`src/rtl/itch_to_moldudp64_framer_core_macros.svh`:
```
// assertion macros for the itch to moldudp64 framer
`ifndef ITCH_TO_MOLDUDP64_FRAMER_CORE_MACROS_SVH
`define ITCH_TO_MOLDUDP64_FRAMER_CORE_MACROS_SVH

// same-cycle implication, disabled in reset
`define IMF_ASSERT_NOW(lbl, ante, cons, msg) \
  lbl: assert property (@(posedge clk_i) disable iff (!rst_ni) (ante) |-> (cons)) \
    else $error(msg);

// next-cycle implication, disabled in reset
`define IMF_ASSERT_NEXT(lbl, ante, cons, msg) \
  lbl: assert property (@(posedge clk_i) disable iff (!rst_ni) (ante) |=> (cons)) \
    else $error(msg);

`endif

```
`src/rtl/imf_pkg.sv`:
```
// shared types, constants and tables of the itch to moldudp64 framer
package imf_pkg;

  localparam int unsigned MAX_MESSAGE_LEN_DEF = 1002;
  localparam int unsigned FIFO_DEPTH_DEF      = 4;

  localparam int unsigned IDX_W = 5;
  // header word positions: session 0..9, sequence 10..17, count 18..19, length 20..21, type 22
  localparam logic [IDX_W-1:0] SESSION_LAST = 5'd9;
  localparam logic [IDX_W-1:0] SEQ_LAST     = 5'd17;
  localparam logic [IDX_W-1:0] CNT_HI_IDX   = 5'd18;
  localparam logic [IDX_W-1:0] CNT_LO_IDX   = 5'd19;
  localparam logic [IDX_W-1:0] LEN_HI_IDX   = 5'd20;
  localparam logic [IDX_W-1:0] LEN_LO_IDX   = 5'd21;
  localparam logic [IDX_W-1:0] TYPE_IDX     = 5'd22;

  typedef enum logic [2:0] {
    PH_LEN_HI,
    PH_LEN_LO,
    PH_TYPE,
    PH_EMIT,
    PH_DROP,
    PH_HALT
  } phase_e;

  typedef enum logic [1:0] {
    CMD_HEADER,
    CMD_BYTE,
    CMD_ABORT
  } cmd_kind_e;

  typedef struct packed {
    cmd_kind_e   kind;
    logic [7:0]  data;
    logic        last;
    logic [15:0] len;
    logic [63:0] seq;
  } cmd_t;

  localparam int unsigned CMD_W = $bits(cmd_t);

  function automatic logic [7:0] session_byte(input logic [3:0] idx);
    logic [7:0] b;
    case (idx)
      4'd0:    b = 8'h53;
      4'd1:    b = 8'h45;
      4'd2:    b = 8'h53;
      4'd3:    b = 8'h53;
      4'd4:    b = 8'h49;
      4'd5:    b = 8'h4f;
      4'd6:    b = 8'h4e;
      4'd7:    b = 8'h20;
      4'd8:    b = 8'h20;
      4'd9:    b = 8'h31;
      default: b = 8'h00;
    endcase
    return b;
  endfunction

  // accepted codes A F E C X D U P S H
  function automatic logic type_ok(input logic [7:0] t);
    logic ok;
    case (t)
      8'h41, 8'h46, 8'h45, 8'h43, 8'h58,
      8'h44, 8'h55, 8'h50, 8'h53, 8'h48: ok = 1'b1;
      default:                           ok = 1'b0;
    endcase
    return ok;
  endfunction

endpackage

```
`src/rtl/itch_to_moldudp64_framer_core.sv`:
```
// top level of the itch to moldudp64 framer
// Takes input words on the slave side. Each accepted message type byte expands into 23 output
// words (22 header bytes plus the type byte), every later message byte into one word, and the
// emitter sends one word per cycle while the master side is ready; a message word reaches the
// master side via a queue entry and the emitter's command register. A queue of FIFO_DEPTH
// commands separates the parser from the emitter, so input is taken every cycle, header burst
// or not, until the queue fills; the 22 header words set the pace for accepted messages,
// while length bytes and dropped messages go in at one word per cycle. A word with tlast set
// ends the stream; a bad length or end of stream halts the block until reset.
module itch_to_moldudp64_framer_core #(
  parameter int unsigned MAX_MESSAGE_LEN = imf_pkg::MAX_MESSAGE_LEN_DEF,
  parameter int unsigned FIFO_DEPTH      = imf_pkg::FIFO_DEPTH_DEF
) (
  input  logic        clk_i,
  input  logic        rst_ni,
  input  logic        cfg_we_i,
  input  logic [63:0] cfg_wdata_i,   // start_sequence
  input  logic        s_axis_tvalid,
  output logic        s_axis_tready,
  input  logic [7:0]  s_axis_tdata,  // data_byte
  input  logic        s_axis_tlast,  // end_of_stream
  output logic        m_axis_tvalid,
  input  logic        m_axis_tready,
  output logic [7:0]  m_axis_tdata,  // out_byte
  output logic        m_axis_tlast,  // last
  output logic        m_axis_tuser   // abort
);

  imf_pkg::cmd_t push_cmd, pop_cmd;
  logic [imf_pkg::CMD_W-1:0] pop_raw;
  logic push, pop, full, empty, in_fire;

  assign s_axis_tready = !full;
  assign in_fire       = s_axis_tvalid && s_axis_tready;
  assign pop_cmd       = imf_pkg::cmd_t'(pop_raw);

  imf_front #(
    .MAX_MESSAGE_LEN(MAX_MESSAGE_LEN)
  ) u_front (
    .clk_i      (clk_i),
    .rst_ni     (rst_ni),
    .cfg_we_i   (cfg_we_i),
    .cfg_wdata_i(cfg_wdata_i),
    .in_fire_i  (in_fire),
    .in_byte_i  (s_axis_tdata),
    .in_eos_i   (s_axis_tlast),
    .push_o     (push),
    .cmd_o      (push_cmd)
  );

  imf_fifo #(
    .WIDTH(imf_pkg::CMD_W),
    .DEPTH(FIFO_DEPTH)
  ) u_fifo (
    .clk_i  (clk_i),
    .rst_ni (rst_ni),
    .push_i (push),
    .wdata_i(push_cmd),
    .full_o (full),
    .pop_i  (pop),
    .rdata_o(pop_raw),
    .empty_o(empty)
  );

  imf_back u_back (
    .clk_i     (clk_i),
    .rst_ni    (rst_ni),
    .empty_i   (empty),
    .cmd_i     (pop_cmd),
    .pop_o     (pop),
    .m_tvalid_o(m_axis_tvalid),
    .m_tready_i(m_axis_tready),
    .m_tdata_o (m_axis_tdata),
    .m_tlast_o (m_axis_tlast),
    .m_tuser_o (m_axis_tuser)
  );

endmodule

```
`src/rtl/imf_fifo.sv`:
```
// small register queue carrying commands from the parser to the emitter
module imf_fifo #(
  parameter int unsigned WIDTH = imf_pkg::CMD_W,
  parameter int unsigned DEPTH = imf_pkg::FIFO_DEPTH_DEF
) (
  input  logic             clk_i,
  input  logic             rst_ni,
  input  logic             push_i,
  input  logic [WIDTH-1:0] wdata_i,
  output logic             full_o,
  input  logic             pop_i,
  output logic [WIDTH-1:0] rdata_o,
  output logic             empty_o
);

  localparam int unsigned PTR_W = (DEPTH > 1) ? $clog2(DEPTH) : 1;
  localparam int unsigned CNT_W = $clog2(DEPTH + 1);
  localparam logic [PTR_W-1:0] PTR_MAX = PTR_W'(DEPTH - 1);
  localparam logic [CNT_W-1:0] CNT_FULL = CNT_W'(DEPTH);

  logic [WIDTH-1:0] mem_q [DEPTH];
  logic [PTR_W-1:0] wr_ptr_q, wr_ptr_d, rd_ptr_q, rd_ptr_d;
  logic [CNT_W-1:0] cnt_q, cnt_d;
  logic             do_push, do_pop;

  assign full_o  = (cnt_q == CNT_FULL);
  assign empty_o = (cnt_q == '0);
  assign do_push = push_i && !full_o;
  assign do_pop  = pop_i && !empty_o;
  assign rdata_o = mem_q[rd_ptr_q];

  always_comb begin
    wr_ptr_d = wr_ptr_q;
    rd_ptr_d = rd_ptr_q;
    cnt_d    = cnt_q;
    if (do_push) begin
      wr_ptr_d = (wr_ptr_q == PTR_MAX) ? '0 : wr_ptr_q + 1'b1;
    end
    if (do_pop) begin
      rd_ptr_d = (rd_ptr_q == PTR_MAX) ? '0 : rd_ptr_q + 1'b1;
    end
    if (do_push && !do_pop) begin
      cnt_d = cnt_q + 1'b1;
    end else if (do_pop && !do_push) begin
      cnt_d = cnt_q - 1'b1;
    end
  end

  always_ff @(posedge clk_i or negedge rst_ni) begin
    if (!rst_ni) begin
      wr_ptr_q <= '0;
      rd_ptr_q <= '0;
      cnt_q    <= '0;
    end else begin
      wr_ptr_q <= wr_ptr_d;
      rd_ptr_q <= rd_ptr_d;
      cnt_q    <= cnt_d;
    end
  end

  always_ff @(posedge clk_i) begin
    if (do_push) begin
      mem_q[wr_ptr_q] <= wdata_i;
    end
  end

endmodule

```
`src/rtl/imf_front.sv`:
```
// input parser: length prefix, type filter and sequence tracking
module imf_front #(
  parameter int unsigned MAX_MESSAGE_LEN = imf_pkg::MAX_MESSAGE_LEN_DEF
) (
  input  logic          clk_i,
  input  logic          rst_ni,
  input  logic          cfg_we_i,
  input  logic [63:0]   cfg_wdata_i,
  input  logic          in_fire_i,
  input  logic [7:0]    in_byte_i,
  input  logic          in_eos_i,
  output logic          push_o,
  output imf_pkg::cmd_t cmd_o
);

  localparam int unsigned LEN_W = $clog2(MAX_MESSAGE_LEN + 1);
  localparam logic [15:0] MAX_LEN = 16'(MAX_MESSAGE_LEN);

  imf_pkg::phase_e phase_q, phase_d;
  logic [LEN_W-1:0] msg_len_q, msg_len_d;
  logic [LEN_W-1:0] rem_q, rem_d;
  logic [63:0]      seq_q, seq_d;
  logic [7:0]       len_hi_q, len_hi_d;
  logic [15:0]      len_full;
  logic [LEN_W-1:0] rem_dec;

  assign len_full = {len_hi_q, in_byte_i};

  always_comb begin
    phase_d  = phase_q;
    msg_len_d = msg_len_q;
    rem_d    = rem_q;
    seq_d    = seq_q;
    len_hi_d = len_hi_q;
    push_o   = 1'b0;
    cmd_o.kind = imf_pkg::CMD_BYTE;
    cmd_o.data = in_byte_i;
    cmd_o.last = 1'b0;
    cmd_o.len  = 16'(msg_len_q);
    cmd_o.seq  = seq_q;
    rem_dec  = rem_q - 1'b1;
    if (phase_q == imf_pkg::PH_TYPE) begin
      rem_dec = msg_len_q - 1'b1;
    end
    if (in_fire_i && phase_q != imf_pkg::PH_HALT) begin
      if (in_eos_i) begin
        if (phase_q == imf_pkg::PH_EMIT) begin
          push_o     = 1'b1;
          cmd_o.kind = imf_pkg::CMD_ABORT;
          cmd_o.data = 8'h00;
          cmd_o.last = 1'b1;
        end
        phase_d = imf_pkg::PH_HALT;
      end else begin
        case (phase_q)
          imf_pkg::PH_LEN_HI: begin
            len_hi_d = in_byte_i;
            phase_d  = imf_pkg::PH_LEN_LO;
          end
          imf_pkg::PH_LEN_LO: begin
            if (len_full == 16'd0 || len_full > MAX_LEN) begin
              phase_d = imf_pkg::PH_HALT;
            end else begin
              msg_len_d = LEN_W'(len_full);
              rem_d     = LEN_W'(len_full);
              phase_d   = imf_pkg::PH_TYPE;
            end
          end
          imf_pkg::PH_TYPE: begin
            rem_d = rem_dec;
            if (imf_pkg::type_ok(in_byte_i)) begin
              push_o     = 1'b1;
              cmd_o.kind = imf_pkg::CMD_HEADER;
              cmd_o.last = (rem_dec == '0);
              if (rem_dec == '0) begin
                seq_d   = seq_q + 64'd1;
                phase_d = imf_pkg::PH_LEN_HI;
              end else begin
                phase_d = imf_pkg::PH_EMIT;
              end
            end else begin
              phase_d = (rem_dec == '0) ? imf_pkg::PH_LEN_HI : imf_pkg::PH_DROP;
            end
          end
          imf_pkg::PH_EMIT: begin
            rem_d      = rem_dec;
            push_o     = 1'b1;
            cmd_o.last = (rem_dec == '0);
            if (rem_dec == '0) begin
              seq_d   = seq_q + 64'd1;
              phase_d = imf_pkg::PH_LEN_HI;
            end
          end
          imf_pkg::PH_DROP: begin
            rem_d = rem_dec;
            if (rem_dec == '0) begin
              phase_d = imf_pkg::PH_LEN_HI;
            end
          end
          default: begin
            phase_d = imf_pkg::PH_HALT;
          end
        endcase
      end
    end
    if (cfg_we_i) begin
      seq_d = cfg_wdata_i;
    end
  end

  always_ff @(posedge clk_i or negedge rst_ni) begin
    if (!rst_ni) begin
      phase_q   <= imf_pkg::PH_LEN_HI;
      msg_len_q <= '0;
      rem_q     <= '0;
      seq_q     <= 64'd1;
      len_hi_q  <= '0;
    end else begin
      phase_q   <= phase_d;
      msg_len_q <= msg_len_d;
      rem_q     <= rem_d;
      seq_q     <= seq_d;
      len_hi_q  <= len_hi_d;
    end
  end

endmodule

```
`src/rtl/imf_back.sv`:
```
// packet emitter: expands header commands into 23 words, passes message bytes, emits abort words
`include "itch_to_moldudp64_framer_core_macros.svh"

module imf_back (
  input  logic          clk_i,
  input  logic          rst_ni,
  input  logic          empty_i,
  input  imf_pkg::cmd_t cmd_i,
  output logic          pop_o,
  output logic          m_tvalid_o,
  input  logic          m_tready_i,
  output logic [7:0]    m_tdata_o,
  output logic          m_tlast_o,
  output logic          m_tuser_o
);

  imf_pkg::cmd_t cmd_q, cmd_d;
  logic          cmd_valid_q, cmd_valid_d;
  logic [imf_pkg::IDX_W-1:0] idx_q, idx_d;
  logic [2:0]    seq_sel;
  logic          done;
  logic          fire;

  assign seq_sel = 3'(imf_pkg::SEQ_LAST - idx_q);
  assign fire    = cmd_valid_q && m_tready_i;
  assign m_tvalid_o = cmd_valid_q;

  always_comb begin
    m_tdata_o = 8'h00;
    m_tlast_o = 1'b0;
    m_tuser_o = 1'b0;
    done      = 1'b1;
    case (cmd_q.kind)
      imf_pkg::CMD_HEADER: begin
        done = (idx_q == imf_pkg::TYPE_IDX);
        if (idx_q <= imf_pkg::SESSION_LAST) begin
          m_tdata_o = imf_pkg::session_byte(idx_q[3:0]);
        end else if (idx_q <= imf_pkg::SEQ_LAST) begin
          m_tdata_o = cmd_q.seq[{seq_sel, 3'b000} +: 8];
        end else if (idx_q == imf_pkg::CNT_HI_IDX) begin
          m_tdata_o = 8'h00;
        end else if (idx_q == imf_pkg::CNT_LO_IDX) begin
          m_tdata_o = 8'h01;
        end else if (idx_q == imf_pkg::LEN_HI_IDX) begin
          m_tdata_o = cmd_q.len[15:8];
        end else if (idx_q == imf_pkg::LEN_LO_IDX) begin
          m_tdata_o = cmd_q.len[7:0];
        end else begin
          m_tdata_o = cmd_q.data;
          m_tlast_o = cmd_q.last;
        end
      end
      imf_pkg::CMD_BYTE: begin
        m_tdata_o = cmd_q.data;
        m_tlast_o = cmd_q.last;
      end
      imf_pkg::CMD_ABORT: begin
        m_tlast_o = 1'b1;
        m_tuser_o = 1'b1;
      end
      default: begin
        done = 1'b1;
      end
    endcase
  end

  always_comb begin
    pop_o       = !empty_i && (!cmd_valid_q || (fire && done));
    cmd_d       = cmd_q;
    cmd_valid_d = cmd_valid_q;
    idx_d       = idx_q;
    if (pop_o) begin
      cmd_d       = cmd_i;
      cmd_valid_d = 1'b1;
      idx_d       = '0;
    end else if (fire && done) begin
      cmd_valid_d = 1'b0;
      idx_d       = '0;
    end else if (fire) begin
      idx_d = idx_q + 1'b1;
    end
  end

  always_ff @(posedge clk_i or negedge rst_ni) begin
    if (!rst_ni) begin
      cmd_valid_q <= 1'b0;
      idx_q       <= '0;
    end else begin
      cmd_valid_q <= cmd_valid_d;
      idx_q       <= idx_d;
    end
  end

  always_ff @(posedge clk_i) begin
    cmd_q <= cmd_d;
  end

  `IMF_ASSERT_NOW(a_idx_range, 1'b1, idx_q <= imf_pkg::TYPE_IDX, "header index out of range")
  `IMF_ASSERT_NOW(a_idx_single, cmd_valid_q && cmd_q.kind != imf_pkg::CMD_HEADER, idx_q == '0, "single word command with nonzero index")
  `IMF_ASSERT_NOW(a_abort_last, cmd_valid_q && m_tuser_o, m_tlast_o && m_tdata_o == 8'h00, "abort word malformed")
  `IMF_ASSERT_NEXT(a_stall_idx, cmd_valid_q && !m_tready_i, $stable(idx_q) && cmd_valid_q, "index moved while stalled")

endmodule

```
`config.mk`:
```
export PLATFORM = sky130hd
export DESIGN_NAME = itch_to_moldudp64_framer_core
export DESIGN_NICKNAME = d
export VERILOG_FILES = /design/src/rtl/imf_pkg.sv /design/src/rtl/itch_to_moldudp64_framer_core.sv /design/src/rtl/imf_fifo.sv /design/src/rtl/imf_front.sv /design/src/rtl/imf_back.sv
export VERILOG_INCLUDE_DIRS = /design/src /design/src/rtl
export SDC_FILE = /design/constraint.sdc
export NUM_CORES = 1
export LEC_CHECK = 0
export ABC_CLOCK_PERIOD_IN_PS = 8400
export BUFFER_PORTS_ARGS = -buffer_cell sky130_fd_sc_hd__buf_2
export CAP_MARGIN = 10
export CORE_MARGIN = 3
export CORE_UTILIZATION = 38
export CTS_CLUSTER_DIAMETER = 200
export DETAILED_ROUTE_END_ITERATION = 7
export GPL_TIMING_DRIVEN = 0
export PLACE_DENSITY = 0.58
export SLEW_MARGIN = 20
export SYNTH_ARGS = -nofsm -noshare
export SYNTH_HDL_FRONTEND = slang
export SYNTH_SLANG_ARGS = --single-unit
```
`constraint.sdc`:
```
create_clock -name clk_i -period 8.4 [get_ports clk_i]
set_input_delay 1.26 -clock clk_i [delete_from_list [all_inputs] [get_ports clk_i]]
set_output_delay 1.26 -clock clk_i [all_outputs]
set_load 0.01 [all_outputs]
```
Word-level counts from Yosys, hierarchy flattened
Memories as Yosys holds them, arrays and structs flattened. A register that Yosys moved wholly into a read port is not among the register bits.
Index checks and enable logic that the tools add are counted.
Storage, ports and cells
  RAM bits: 340
  bits in read-only memories: 112
  flip-flop bits (word level): 124
  memories kept: 2
  input port bits: 78
  output and inout bits: 12
  word-level logic and storage cells: 153
Cells by class
  add/sub/neg operators: 9
  equality and inequality tests: 29
  bitwise operators: 2
  shift operators: 1
  $lt $le $gt $ge: 3
  mux-type cells: 61
  reductions and logical operators: 35
Memories
  u_fifo.mem_q: words 4, bits a word 85, rd ports 1, clocked after Yosys merged registers in 1, write ports 1, line imf_fifo.sv:21  | logic [WIDTH-1:0] mem_q [DEPTH];
  (no name shown): words 16, bits a word 7, rd ports 1, clocked after Yosys merged registers in 0, write ports 0, line imf_pkg.sv:44  | case (idx)
Operators by type and width (number)
  64-bit 2-to-1 mux: 5
  64-bit case mux with 2 select lines: 1
  8-bit by 7-bit == test with 1-bit output, second input constant: 10
  64-bit by 1-bit adder with 64-bit output, second input constant: 1
  64-bit by 7-bit variable part select with 8-bit output: 1
  8-bit 2-to-1 mux: 7
  5-bit == test, second input constant: 5
  1-bit 2-to-1 mux: 23
  11-bit 2-to-1 mux: 2
  3-bit 2-to-1 mux: 7
  10-bit 2-to-1 mux: 2
  10-bit case mux with 2 select lines: 1
  10-bit by 1-bit subtractor with 10-bit output, second input constant: 2
  16-bit by 10-bit > comparator with 1-bit output, second input constant: 1
  16-bit logical NOT: 1
  8-bit case mux with 2 select lines: 1
  5-bit 2-to-1 mux: 3
  3-bit case mux with 4 select lines: 1
  4-bit AND reduction: 3
  10-bit logical NOT: 1
  2-bit 2-to-1 mux: 5
  10-bit OR reduction: 1
  1-bit logical AND: 9
  2-bit nonzero test: 4
  other kinds (27): 43

Longest topological paths before layout
Gate-level depths: netlist of run 1.
  depth in word-level cells: 15
  gate-level depth with buffers: 13
  mapped depth without buffers: 12

Cells and area by module
A second synthesis of run 1 with hierarchy kept.
Second synthesis, totals
  cell total of the unflattened synthesis: 1563
  area, all modules: 24392.1 µm²
By module, submodules not included
  imf_fifo: area each 13573.0 µm², times used 1, cells an instance 512, seq. area each 11105.7 µm²
  imf_front: area each 6418.7 µm², times used 1, cells an instance 752, seq. area each 2378.5 µm²
  imf_back: area each 4390.5 µm², times used 1, cells an instance 297, seq. area each 2882.8 µm²
  itch_to_moldudp64_framer_core: area each 10.0 µm², times used 1, cells an instance 2, seq. area each 0.0 µm²

Worst setup path after synthesis of run 1
No wires, ideal clock.
  path type: input-to-reg
  start: input s_axis_tdata[2]
  end: memory u_fifo.mem_q[0][0] (netlist bit), enable pin
  path buffers: 1
  arrival: 4.554 ns
  setup slack: 3.393 ns
  cell stages on the path: 6
  cell sequence: clkbuf_1 > nor3_1 > o21ai_0 > a211o_1 > a21boi_1 > and2_1
Between the ends
  word-level cells in the longest chain between the ends: 13
  elaborated cells on any way between the ends: 22
  classes of those cells: eq/ne: 10; mux: 10; reduce/logical: 2
Ends and longest elaborated chain
  from (decl): line itch_to_moldudp64_framer_core.sv:20  | input logic [7:0] s_axis_tdata,
  8-bit by 7-bit == test with 1-bit output: line imf_pkg.sv:63  | case (t)
  10-bit OR reduction *: line imf_pkg.sv:63
  1-bit 2-to-1 mux *: line imf_pkg.sv:63
  1-bit 2-to-1 mux *: line imf_front.sv:55  | case (phase_q)
  1-bit 2-to-1 mux *: line imf_front.sv:46  | if (in_eos_i) begin
  1-bit 2-to-1 mux *: line imf_front.sv:45  | if (in_fire_i && phase_q != imf_pkg::PH_HALT) begin
  1-bit 2-to-1 mux *: line imf_front.sv:71  | if (imf_pkg::type_ok(in_byte_i)) begin
  1-bit case mux with 2 select lines *: line imf_front.sv:55
  1-bit 2-to-1 mux *: line imf_front.sv:46
  1-bit 2-to-1 mux *: line imf_front.sv:45
  1-bit logical AND *: line imf_fifo.sv:28  | assign do_push = push_i && !full_o;
  via u_fifo.do_push: line imf_fifo.sv:24  | logic do_push, do_pop;
  1-bit 2-to-1 mux *: line imf_fifo.sv:62  | if (do_push) begin
  1-bit 2-to-1 mux (not written as such) *: line imf_fifo.sv:63  | mem_q[wr_ptr_q] <= wdata_i;
  to (decl): line imf_fifo.sv:21
The timed path passes the listed nets; every way through them passes the cells marked *. The select of a mux whose other input is x is not followed.

Worst setup path after layout of run 1
  start: register u_back.idx_q[1] (netlist bit)
  end: output m_axis_tdata[2]
Between the ends
  word-level cells in the longest chain between the ends: 8
  elaborated cells on any way between the ends: 16
  classes of those cells: add/sub: 1; order compare: 2; eq/ne: 4; shift: 1; mux: 7; memory: 1
Ends and longest elaborated chain
  from (decl): line imf_back.sv:19  | logic [imf_pkg::IDX_W-1:0] idx_q, idx_d;
  from (signal assigned): line imf_back.sv:90  | idx_q <= idx_d;
  branches (longest 6 deep; another with 1-bit by 3-bit subtractor with 3-bit output)
  8-bit 2-to-1 mux *: line imf_back.sv:36  | if (idx_q <= imf_pkg::SESSION_LAST) begin
  8-bit case mux with 2 select lines *: line imf_back.sv:33  | case (cmd_q.kind)
  to (decl): line itch_to_moldudp64_framer_core.sv:24  | output logic [7:0] m_axis_tdata,
Mark *: on every way between the ends.

==> impl_metrics.csv, run 1 <==
group,metric,value,unit
outcome,status,"complete, no violations",
global_route,grt_pass1_vias,14300,
timing,fin_tns_setup,0,ns
logic_synthesis,seq_area_frac_synth,66.9,%
routing,drtPass1Iterations,6,
clocking,cts_hold_buf,0,
worst_setup_path,required,7.14,ns
routing,wl,59300,um
worst_setup_path,cp_max_fo,10,
clocking,clock-sinks,533,
routing,via_count,14500,
routing,wl_met1,25900,um
logic_synthesis,yosysTopAreaCellShare,55.2,%
routing,vias_per_cell,5.83,
routing,antenna_violating_nets_post_route,0,
routing,wl_met2,28300,um
logic_synthesis,ys_warn_count,0,
final_layout,final_area,26800,um^2
worst_setup_path,end_kind,"output pin",
placed_design,dpl.cell_count,2384,
final_layout,diodes,0,
worst_setup_path,path_delay_family,"buffers and inverters",
logic_synthesis,synth_top_area_cell,"edfxtp_1",
job,maxCapViolations,0,
clocking,cts_tree,"built",
die,die-area,63900,um^2
global_route,grt_usage,18.8,%
worst_setup_path,slowest_stage,"clkbuf_1",
logic_synthesis,synth_enable_flop_cells,425,
timing,fin_crit,5.92,ns
final_layout,area_growth,15.9,%
logic_synthesis,async_flop_share,20.3,%
power,power_leakage,8.84,nW
logic_synthesis,synth.area.top_cells,"edfxtp_1, dfrtp_1, mux4_2, o31ai_1, or4_1",
worst_setup_path,startpoint_type,"flip-flop",
final_layout,layout_common_cells,"edfxtp_1, nor2_1, dfrtp_1, mux4_2, clkbuf_1",
timing,hold_ws,0.502,ns
worst_setup_path,arrival,4.66,ns
timing,fin_worst_skew,0.0464,ns
logic_synthesis,synth_cells,1513,
worst_setup_path,crit_buf_inv,4,
logic_synthesis,synth_area,23100,um^2
routing,wl_met3,3390,um
die,core_area,59600,um^2
placed_design,hpwl,40900,um
routing,drt_iter0_markers,1471,
global_route,grt_pass1_wl,90800,um
power,ir_worst_vdd,0.000158,V
die,start_util,38.8,%
global_route,grt_max_degree,56,
die,die_y,253,um
routing,routedWlPerCell,23.9,um
worst_setup_path,path_cells,"clkbuf_1 -> clkbuf_1 -> inv_1 -> ha_1 -> a21bo_2 -> a31oi_1 -> o21ai_0 -> a32oi_1 -> o21ai_0 -> buf_2",
clocking,numCtsBuffers,54,
clocking,ctsRootBufferMaster,"clkbuf_16",
timing,fmax,169,MHz
timing,hold_viol_final,0,
logic_synthesis,synth.distinct_cells,71,
global_route,grt_antenna_before_repair,2,
logic_synthesis,synth_seq_cells,533,
final_layout,layout_commonest_cell,"edfxtp_1",
logic_synthesis,synthFlopType,"edfxtp_1",
placed_design,numPortBuffers,86,
worst_setup_path,crit_type,"flip-flop to output pin",
die,rows,89,
clocking,clock_path_buffers,3,
routing,top_layer,"met5",
clocking,clk_pin_slew,0.06,ns
die,fp.dieW,253,um
power,powerDensity,214,nW/um^2
clocking,clkLatencyLatePin,0.64,ns
power,power.total,5.73,mW
placed_design,place_area,24800,um^2
timing,post-route-period-util,70.4,%
final_layout,drive_gt1_share,19.9,%
logic_synthesis,syn_nets,1611,
timing,slew_headroom,20.9,%
worst_setup_path,max_stage_delay,0.66,ns
placed_design,gp_congestion,0.866,
timing,rsz0062_at_grt,"no",
timing,finalSetupViolations,0,
timing,worst_slew_pin_slew,1.18,ns
timing,drv_slew,0,
die,pin_count,90,
clocking,cts-htree-levels,2,
worst_hold_path,hp-class,"flip-flop to flip-flop",
final_layout,final_cell_count_no_fill,2486,
logic_synthesis,syn_area_per_cell,15.3,um^2
global_route,grt_overflow_total,0,
final_layout,nets,1765,
clocking,cts_resized,0,
clocking,post_cts_buffers,0,
routing,drc,0,
[cell families (layout without fill, tap and decap cells)]
logic type	Yosys count	after routing	synth area share, %
DFF	533	533	66.9
adders and majority gates	20	20	1.11
buffers and inverters	139	339	2.29
and+or+nand+nor	417	417	9.94
AOI/OAI and AO/OA	242	242	7.16
xor gates and xnor gates	12	12	0.454
muxes	150	150	12.2
[sequential cells by signal, summed over array words and instances (netlist names)]
name	cells
u_back.cmd_q	85
u_back.idx_q	5
u_back.m_tvalid_o	1
u_fifo.cnt_q	3
u_fifo.mem_q	340
u_fifo.rd_ptr_q	2
u_fifo.wr_ptr_q	2
u_front.len_hi_q	8
u_front.msg_len_q	10
u_front.phase_q	3
u_front.rem_q	10
u_front.seq_q	64
[where the power goes]
| part | leakage, nW | switching, mW | internal [mW] | total, mW |
|---|---|---|---|---|
| sequential | 5.21 | 0.0712 | 2.88 | 2.96 |
| combinational | 2.68 | 0.0939 | 0.0530 | 0.147 |
| clock | 0.952 | 1.03 | 1.60 | 2.63 |
| total | 8.84 | 1.20 | 4.53 | 5.73 |
[final cells by class]
| cell class | count | area, um^2 |
|---|---|---|
| Tap cell | 773 | 967 |
| Clock buffer | 75 | 1500 |
| Inverter | 38 | 143 |
| Sequential cell | 533 | 15500 |
| Buffer | 101 | 389 |
| Timing Repair Buffer | 98 | 722 |
| Clock inverter | 27 | 465 |
| Multi-Input combinational cell | 841 | 7150 |
| Fill cell | 5148 | 32800 |
[stage by stage]
| stage | setup WS (ns) | utilization (%) |
|---|---|---|
| finish | 2.48 | 45.0 |
| floorplan | 3.39 | - |
| global placement | 0.825 | 41.2 |
| CTS | 2.48 | 45.0 |
| global route | 2.15 | 45.0 |
| detailed placement | 3.03 | 41.7 |
[worst reg2reg max path, stage by stage, from the launching register on]
cell      delay (ns)
dfrtp_1         0.45
buf_1           0.63
inv_1           0.15
ha_1            0.28
a21boi_0        0.36
o21ai_1         0.20
o31a_2          0.33
inv_1           0.12
ha_1            0.18
inv_1           0.06
fa_1            0.37
xor2_1          0.16
nor2_1          0.14
xor2_1          0.19
[synth_stat cells (6+ instances only)]
master,count
nand2_1,42
nand2b_1,7
o31ai_1,67
nor2b_1,7
o21ai_0,25
nand4_1,53
nor2_1,107
or4_1,67
mux2i_1,12
clkbuf_1,79
buf_2,7
mux2_2,35
nor3_1,30
edfxtp_1,425
and2_1,19
a21oi_1,18
and3_1,8
mux4_2,101
a31oi_1,71
xnor2_1,8
a221oi_1,6
or3_1,6
buf_1,15
ha_1,19
dfrtp_1,107
nor4_1,15
nand3_1,36
inv_1,37
[worst paths after layout]
path                                       from             endpoint  slack (ns)  cells after the start
max                             u_back.idx_q[1]      m_axis_tdata[2]        2.48                     10
min                        u_front.msg_len_q[0]  u_fifo.mem_q[2][64]        0.50                      0
max reg2reg                     u_back.idx_q[0]      u_fifo.cnt_q[2]        4.68                     13
min reg2reg                u_front.msg_len_q[0]  u_fifo.mem_q[2][64]        0.50                      0
max in group asynchronous                rst_ni     u_front.seq_q[0]        7.07                      2
min in group asynchronous                rst_ni  u_front.len_hi_q[7]        0.63                      1
[per-layer routing]
metal  vias to the layer above  track usage, %
li1                       6455               -
met4                         2            5.90
met3                        94            3.02
met5                         -               0
met2                       498            30.3
met1                      7444            26.4
No activity file was read; power rests on OpenSTA's default activity.
==> run 2, diff against run 1 <==
--- a/config.mk
+++ b/config.mk
@@ -6,7 +6,7 @@
 export SDC_FILE = /design/constraint.sdc
 export NUM_CORES = 1
 export LEC_CHECK = 0
-export ABC_CLOCK_PERIOD_IN_PS = 8400
+export ABC_CLOCK_PERIOD_IN_PS = 5600
 export BUFFER_PORTS_ARGS = -buffer_cell sky130_fd_sc_hd__buf_2
 export CAP_MARGIN = 10
 export CORE_MARGIN = 3
==> constraint.sdc (replaced) <==
create_clock -name clk_i -period 5.6 [get_ports clk_i]
set_input_delay 0.84 -clock clk_i [delete_from_list [all_inputs] [get_ports clk_i]]
set_output_delay 0.84 -clock clk_i [all_outputs]
set_load 0.01 [all_outputs]
==> run 2 against run 1 <==
Effect of this change: first-iteration DRC count unchanged; global-route usage did not move; die area is the same; critical endpoint unchanged; clock power increased by 50%; sequential share of layout area about the same; hold slack got worse by 0.30 ns; critical path type unchanged; flip-flop and latch count stayed put; largest power group unchanged.
==> impl_metrics.csv, run 2 (synthesized netlist as in run 1, its figures left out) <==
group,metric,value,unit
routing,vias_per_cell,5.83,
clocking,ctsRootBufferMaster,"clkbuf_16",
worst_setup_path,path_delay_family,"compound AO/OA/AOI/OAI gates",
job,maxCapViolations,0,
clocking,cts-htree-levels,2,
global_route,grt_pass1_vias,14300,
worst_setup_path,startpoint_type,"flip-flop",
timing,finalSetupViolations,0,
worst_setup_path,required,4.76,ns
clocking,clkLatencyLatePin,0.64,ns
worst_setup_path,slowest_stage,"a31oi_1",
final_layout,drive_gt1_share,20.0,%
final_layout,layout_commonest_cell,"edfxtp_1",
placed_design,hpwl,40900,um
die,die-area,63900,um^2
global_route,grt_usage,18.8,%
timing,post-route-period-util,92.2,%
die,start_util,38.8,%
die,pin_count,90,
routing,via_count,14500,
die,fp.dieW,253,um
timing,rsz0062_at_grt,"no",
worst_setup_path,crit_type,"flip-flop to output pin",
final_layout,final_core_util,45.0,%
clocking,clock-sinks,533,
clocking,clock_path_buffers,3,
final_layout,nets,1765,
worst_setup_path,max_stage_delay,0.63,ns
routing,drtPass1Iterations,6,
final_layout,top_register,"u_fifo.mem_q",
worst_setup_path,arrival,4.32,ns
timing,hold_viol_final,0,
final_layout,largest_register_ffs,340,
timing,worst_slew_pin_slew,1.18,ns
routing,routedWlPerCell,23.9,um
global_route,grt_max_degree,56,
die,rows,89,
final_layout,area_growth,15.9,%
timing,fmax,194,MHz
worst_hold_path,hp-class,"input pin to asynchronous set/reset pin",
worst_setup_path,end_kind,"output pin",
power,power_leakage,8.84,nW
routing,drt_iter0_markers,1471,
timing,fin_crit,5.16,ns
final_layout,diodes,0,
global_route,grt_antenna_before_repair,2,
clocking,post_cts_buffers,0,
final_layout,final_cell_count_no_fill,2486,
power,ir_worst_vdd,0.000238,V
final_layout,layout_common_cells,"edfxtp_1, nor2_1, dfrtp_1, mux4_2",
clocking,clk_pin_slew,0.06,ns
routing,wl,59300,um
worst_setup_path,r2r_slack,1.89,ns
final_layout,top_regs,"u_fifo.mem_q (340), u_back.cmd_q (85), u_front.seq_q (64)",
placed_design,dpl.cell_count,2384,
routing,drc,0,
clocking,cts_tree,"built",
clocking,numCtsBuffers,54,
worst_setup_path,crit_buf_inv,4,
timing,drv_slew,0,
global_route,grt_pass1_wl,90800,um
timing,fin_worst_skew,0.0464,ns
worst_setup_path,critPathMostFrequentCell,"o21ai_0",
die,core_area,59600,um^2
placed_design,dp_slack,0.646,ns
timing,final.setup.worst_slack,0.437,ns
worst_setup_path,cp_max_fo,10,
worst_setup_path,path_cells,"clkbuf_1 -> clkbuf_2 -> inv_1 -> ha_1 -> a21bo_2 -> a31oi_1 -> o21ai_0 -> a32oi_1 -> o21ai_0 -> buf_2",
die,die_y,253,um
placed_design,gp_congestion,0.866,
placed_design,numPortBuffers,86,
power,powerDensity,321,nW/um^2
global_route,grt_overflow_total,0,
routing,antenna_violating_nets_post_route,0,
timing,slew_headroom,20.9,%
outcome,status,"complete, no violations",
timing,fin_tns_setup,0,ns
==> run 2: changes by cell type in the layout (fill, tap and decap cells not counted) <==
cell	change
clkbuf_2	+1
clkbuf_1	-1
==> run 2: power by group <==
| group | total, mW | leakage, nW | switching (mW) | internal (mW) |
|---|---|---|---|---|
| Sequential | 4.43 | 5.21 | 0.107 | 4.33 |
| Combinational | 0.220 | 2.68 | 0.141 | 0.0795 |
| Clock | 3.95 | 0.952 | 1.55 | 2.39 |
| Total | 8.60 | 8.84 | 1.80 | 6.80 |
==> run 2: worst paths after layout <==
path | start | to | cells after the start
worst min register to register | u_front.msg_len_q[0] | u_fifo.mem_q[2][64] | 0
worst max register to register | u_back.idx_q[0] | u_fifo.cnt_q[2] | 13
worst min-delay path | rst_ni | u_front.len_hi_q[7] | 1
min in group clk_i | cfg_wdata_i[0] | u_front.seq_q[0] | 3
worst max-delay path | u_back.idx_q[1] | m_axis_tdata[2] | 10
max in group asynchronous | rst_ni | u_front.seq_q[0] | 2
==> run 2: area by class of cell <==
class | instances | area (um^2)
repair buffers | 98 | 722
clock buffers | 75 | 1500
clock inverters | 27 | 465
inverters | 38 | 143
plain buffers | 101 | 390
multi-input cells | 841 | 7150
well taps | 773 | 967
fillers | 5150 | 32800
flip-flops and latches | 533 | 15500
==> run 2: routing by layer <==
layer  global-route usage, %  share of wire (%)  vias to the layer above
met5                       0              0.022                        -
met4                    5.90                3.0                        2
met3                    3.02                5.6                       98
met2                    30.3                 48                      498
met1                    26.4                 44                     7446
li1                        -                  -                     6453
==> run 2: what timing repair did <==
item	4_1_cts	5_1_grt
endpoints found under the setup margin	0	6
gates resized for setup	0	2
hold buffers	0	0
==> run 2: through the flow <==
step	total power, mW	instance area [um^2]	hold WS [ns]
finish	8.60	26800	0.206
floorplan	4.58	23100	0.470
global route	8.88	26800	0.222
detailed placement	4.73	24800	0.496
CTS	8.69	26800	0.200
global placement	4.72	24500	0.479
==> run 3, diff against run 2 <==
--- a/config.mk
+++ b/config.mk
@@ -8,14 +8,15 @@
 export LEC_CHECK = 0
 export ABC_CLOCK_PERIOD_IN_PS = 5600
 export BUFFER_PORTS_ARGS = -buffer_cell sky130_fd_sc_hd__buf_2
-export CAP_MARGIN = 10
+export CAP_MARGIN = 30
 export CORE_MARGIN = 3
 export CORE_UTILIZATION = 38
 export CTS_CLUSTER_DIAMETER = 200
 export DETAILED_ROUTE_END_ITERATION = 7
 export GPL_TIMING_DRIVEN = 0
-export PLACE_DENSITY = 0.58
+export PLACE_DENSITY_LB_ADDON = 0.15
 export SLEW_MARGIN = 20
 export SYNTH_ARGS = -nofsm -noshare
 export SYNTH_HDL_FRONTEND = slang
+export SYNTH_HIERARCHICAL = 1
 export SYNTH_SLANG_ARGS = --single-unit
==> run 3 against run 2 <==
Effect of this change: synthesized area rose by 5.5%; sequential share of layout area shrank 0.15 points; critical endpoint is now m_axis_tdata[7]; global-route usage is 0.94 points higher; non-clock buffer count did not move; flip-flop and latch count grew 30; routed wire length grew 12%; die area is 5.3% higher; setup slack better by 0.23 ns; highest routed layer is now met4.
==> impl_metrics.csv, run 3 <==
group,metric,value,unit
final_layout,fillers,5673,
worst_setup_path,r2r_slack,0.92,ns
timing,fmax,203,MHz
timing,post-route-period-util,88.0,%
logic_synthesis,synth.area.top_cells,"edfxtp_1, dfrtp_1, mux4_2, a31oi_1, o31ai_1",
die,die_y,259,um
clocking,clock-sinks,563,
global_route,grt_usage,19.8,%
logic_synthesis,synthAdderAreaFrac,1.06,%
clocking,numCtsBuffers,58,
timing,rsz0062_at_grt,"no",
clocking,clk_pin_slew,0.06,ns
die,die-area,67300,um^2
logic_synthesis,synth_top_family_by_area,"multiplexers",
logic_synthesis,synth.distinct_cells,84,
timing,fin_crit,4.93,ns
final_layout,seq_area,16400,um^2
logic_synthesis,yosysTopAreaCellShare,56.0,%
placed_design,dpl.cell_count,2520,
worst_setup_path,startpoint_type,"flip-flop",
worst_setup_path,r2r.worst_path.cells,14,
worst_setup_path,end_kind,"output pin",
placed_design,hpwl,45800,um
routing,routedWlPerCell,25.2,um
clocking,ctsRootBufferMaster,"clkbuf_16",
final_layout,nets,1832,
worst_setup_path,arrival,4.09,ns
logic_synthesis,synth_xor_area_share,0.580,%
global_route,grt_pass1_wl,98700,um
die,start_util,38.5,%
clocking,clkLatencyLatePin,0.64,ns
final_layout,layout_commonest_cell,"edfxtp_1",
global_route,grt_pass1_vias,15000,
logic_synthesis,synthFlopType,"edfxtp_1",
power,ir_worst_vdd,0.000263,V
logic_synthesis,seq_area_frac_synth,67.1,%
final_layout,multiInputGateArea,7450,um^2
logic_synthesis,synth_compound_area_share,7.61,%
logic_synthesis,synth-simple-area-share,9.46,%
routing,drt_iter0_markers,1112,
routing,antenna_violating_nets_post_route,0,
routing,wl,66400,um
die,pin_count,90,
routing,drtPass1Iterations,5,
clocking,cts_hold_buf,0,
global_route,grt_max_degree,82,
power,power_leakage,9.52,nW
logic_synthesis,async_flop_share,19.2,%
job,maxCapViolations,0,
logic_synthesis,synth_cells,1563,
worst_setup_path,required,4.76,ns
logic_synthesis,synth_seq_cells,563,
placed_design,numPortBuffers,88,
final_layout,final_core_util,44.9,%
die,fp.dieW,259,um
timing,drv_slew,0,
global_route,grt_overflow_total,0,
logic_synthesis,yosys-top-cells-count,"edfxtp_1, dfrtp_1, nor2_1",
clocking,cts_resized,0,
final_layout,final_cell_count_no_fill,2631,
logic_synthesis,yosysMostFrequentCell,"edfxtp_1",
worst_setup_path,cp_max_fo,10,
routing,via_count,15100,
logic_synthesis,synth_area,24400,um^2
clocking,cts_tree,"built",
timing,worst_slew_pin_slew,1.04,ns
logic_synthesis,ys_warn_count,6,
die,core_area,63300,um^2
die,rows,92,
logic_synthesis,post_synth_mux_area_share,11.6,%
final_layout,largest_register_ffs,364,
clocking,clock_path_buffers,3,
routing,vias_per_cell,5.74,
timing,slew_headroom,30.6,%
worst_setup_path,crit_type,"flip-flop to output pin",
worst_setup_path,r2r_end,"u_front/seq_q[0]",
placed_design,gp_congestion,0.850,
outcome,status,"complete, no violations",
power,powerDensity,448,nW/um^2
worst_setup_path,regToRegStartpoint,"u_front/phase_q[1]",
timing,finalSetupViolations,0,
timing,hold_ws,0.0757,ns
logic_synthesis,syn_area_per_cell,15.6,um^2
logic_synthesis,synth_top_area_cell,"edfxtp_1",
clocking,cts-htree-levels,2,
logic_synthesis,synth_enable_flop_cells,455,
timing,hold_viol_final,0,
clocking,post_cts_buffers,0,
worst_hold_path,hp-class,"input pin to asynchronous set/reset pin",
final_layout,top_regs,"u_fifo/mem_q (364), u_back/cmd_q (91), u_front/seq_q (64)",
routing,drc,0,
final_layout,drive_gt1_share,22.5,%
final_layout,area_growth,16.6,%
global_route,grt_antenna_before_repair,1,
final_layout,top_register,"u_fifo/mem_q",
timing,fin_worst_skew,0.0227,ns
final_layout,layout_common_cells,"edfxtp_1, buf_2, dfrtp_1, mux4_2, nor2_1",
-- run 3: cell types whose count changed in the layout (fill, tap and decap cells not counted), sizes merged, moves of 11 or more --
cell,change
a21oi,+16
buf,+34
clkbuf,-32
edfxtp,+30
mux2,-15
mux2i,+12
nand2,+11
nand3,+18
nand4,-31
nor2b,+17
o31ai,-13
or4,-18
-- run 3: how the worst max path moves through the flow --
stage                             from  cells after the start  slack, ns             endpoint
floorplan              u_back/idx_q[0]                     11       0.52      u_fifo/cnt_q[1]
global placement       s_axis_tdata[4]                      8      -2.27  u_fifo/mem_q[3][19]
detailed placement  u_front/phase_q[1]                     13       0.98    u_front/seq_q[36]
CTS                    u_back/idx_q[1]                     10       0.59      m_axis_tdata[7]
global route           u_back/idx_q[1]                     10       0.49      m_axis_tdata[7]
finish                 u_back/idx_q[1]                     10       0.67      m_axis_tdata[7]
-- run 3: worst max-delay path, stage by stage (launching register included) --
cell	delay, ns
dfrtp_1	0.49
buf_6	0.20
buf_2	0.38
inv_1	0.17
ha_1	0.31
clkbuf_1	0.56
mux4_2	0.42
mux2i_1	0.40
nor3_1	0.09
a211o_1	0.28
buf_2	0.15
-- run 3: cell families after synthesis --
logic type / after synthesis
other: 1
buffers and inverters: 124
AND/OR/NAND/NOR: 419
AO/OA/AOI/OAI: 272
XOR/XNOR: 14
adder cells (fa/ha/maj): 20
flip-flops: 563
multiplexers: 150
-- run 3: layer usage --
metal  track usage [%]  share of wire (%)
met1              27.4                 43
met2              32.6                 49
met3              2.72                5.6
met4              5.92                2.6
met5                 0                  0
-- run 3: cell type report --
cell class / instances / area share [%]
diodes: 1 / 0.00880
plain buffers: 93 / 1.79
clock buffers: 77 / 5.64
clock inverters: 33 / 1.66
inverters: 31 / 0.409
multi-input cells: 881 / 26.2
flip-flops and latches: 563 / 57.5
well taps: 846 / 3.72
repair buffers: 106 / 3.02
-- run 3: through the flow --
step	TNS (ns)	setup slack (ns)	area, um^2	power (mW)
floorplan	0	0.522	24400	7.53
global placement	-803.51	-2.27	25900	8.67
detailed placement	0	0.984	26400	8.73
global route	0	0.490	28400	13.3
CTS	0	0.590	28400	12.9
finish	0	0.670	28400	12.7
-- run 3: where the power goes --
part	switching, mW	internal [mW]	leakage (nW)
sequential	0.419	5.14	5.39
combinational	1.75	1.31	3.12
clock	1.65	2.49	1.00
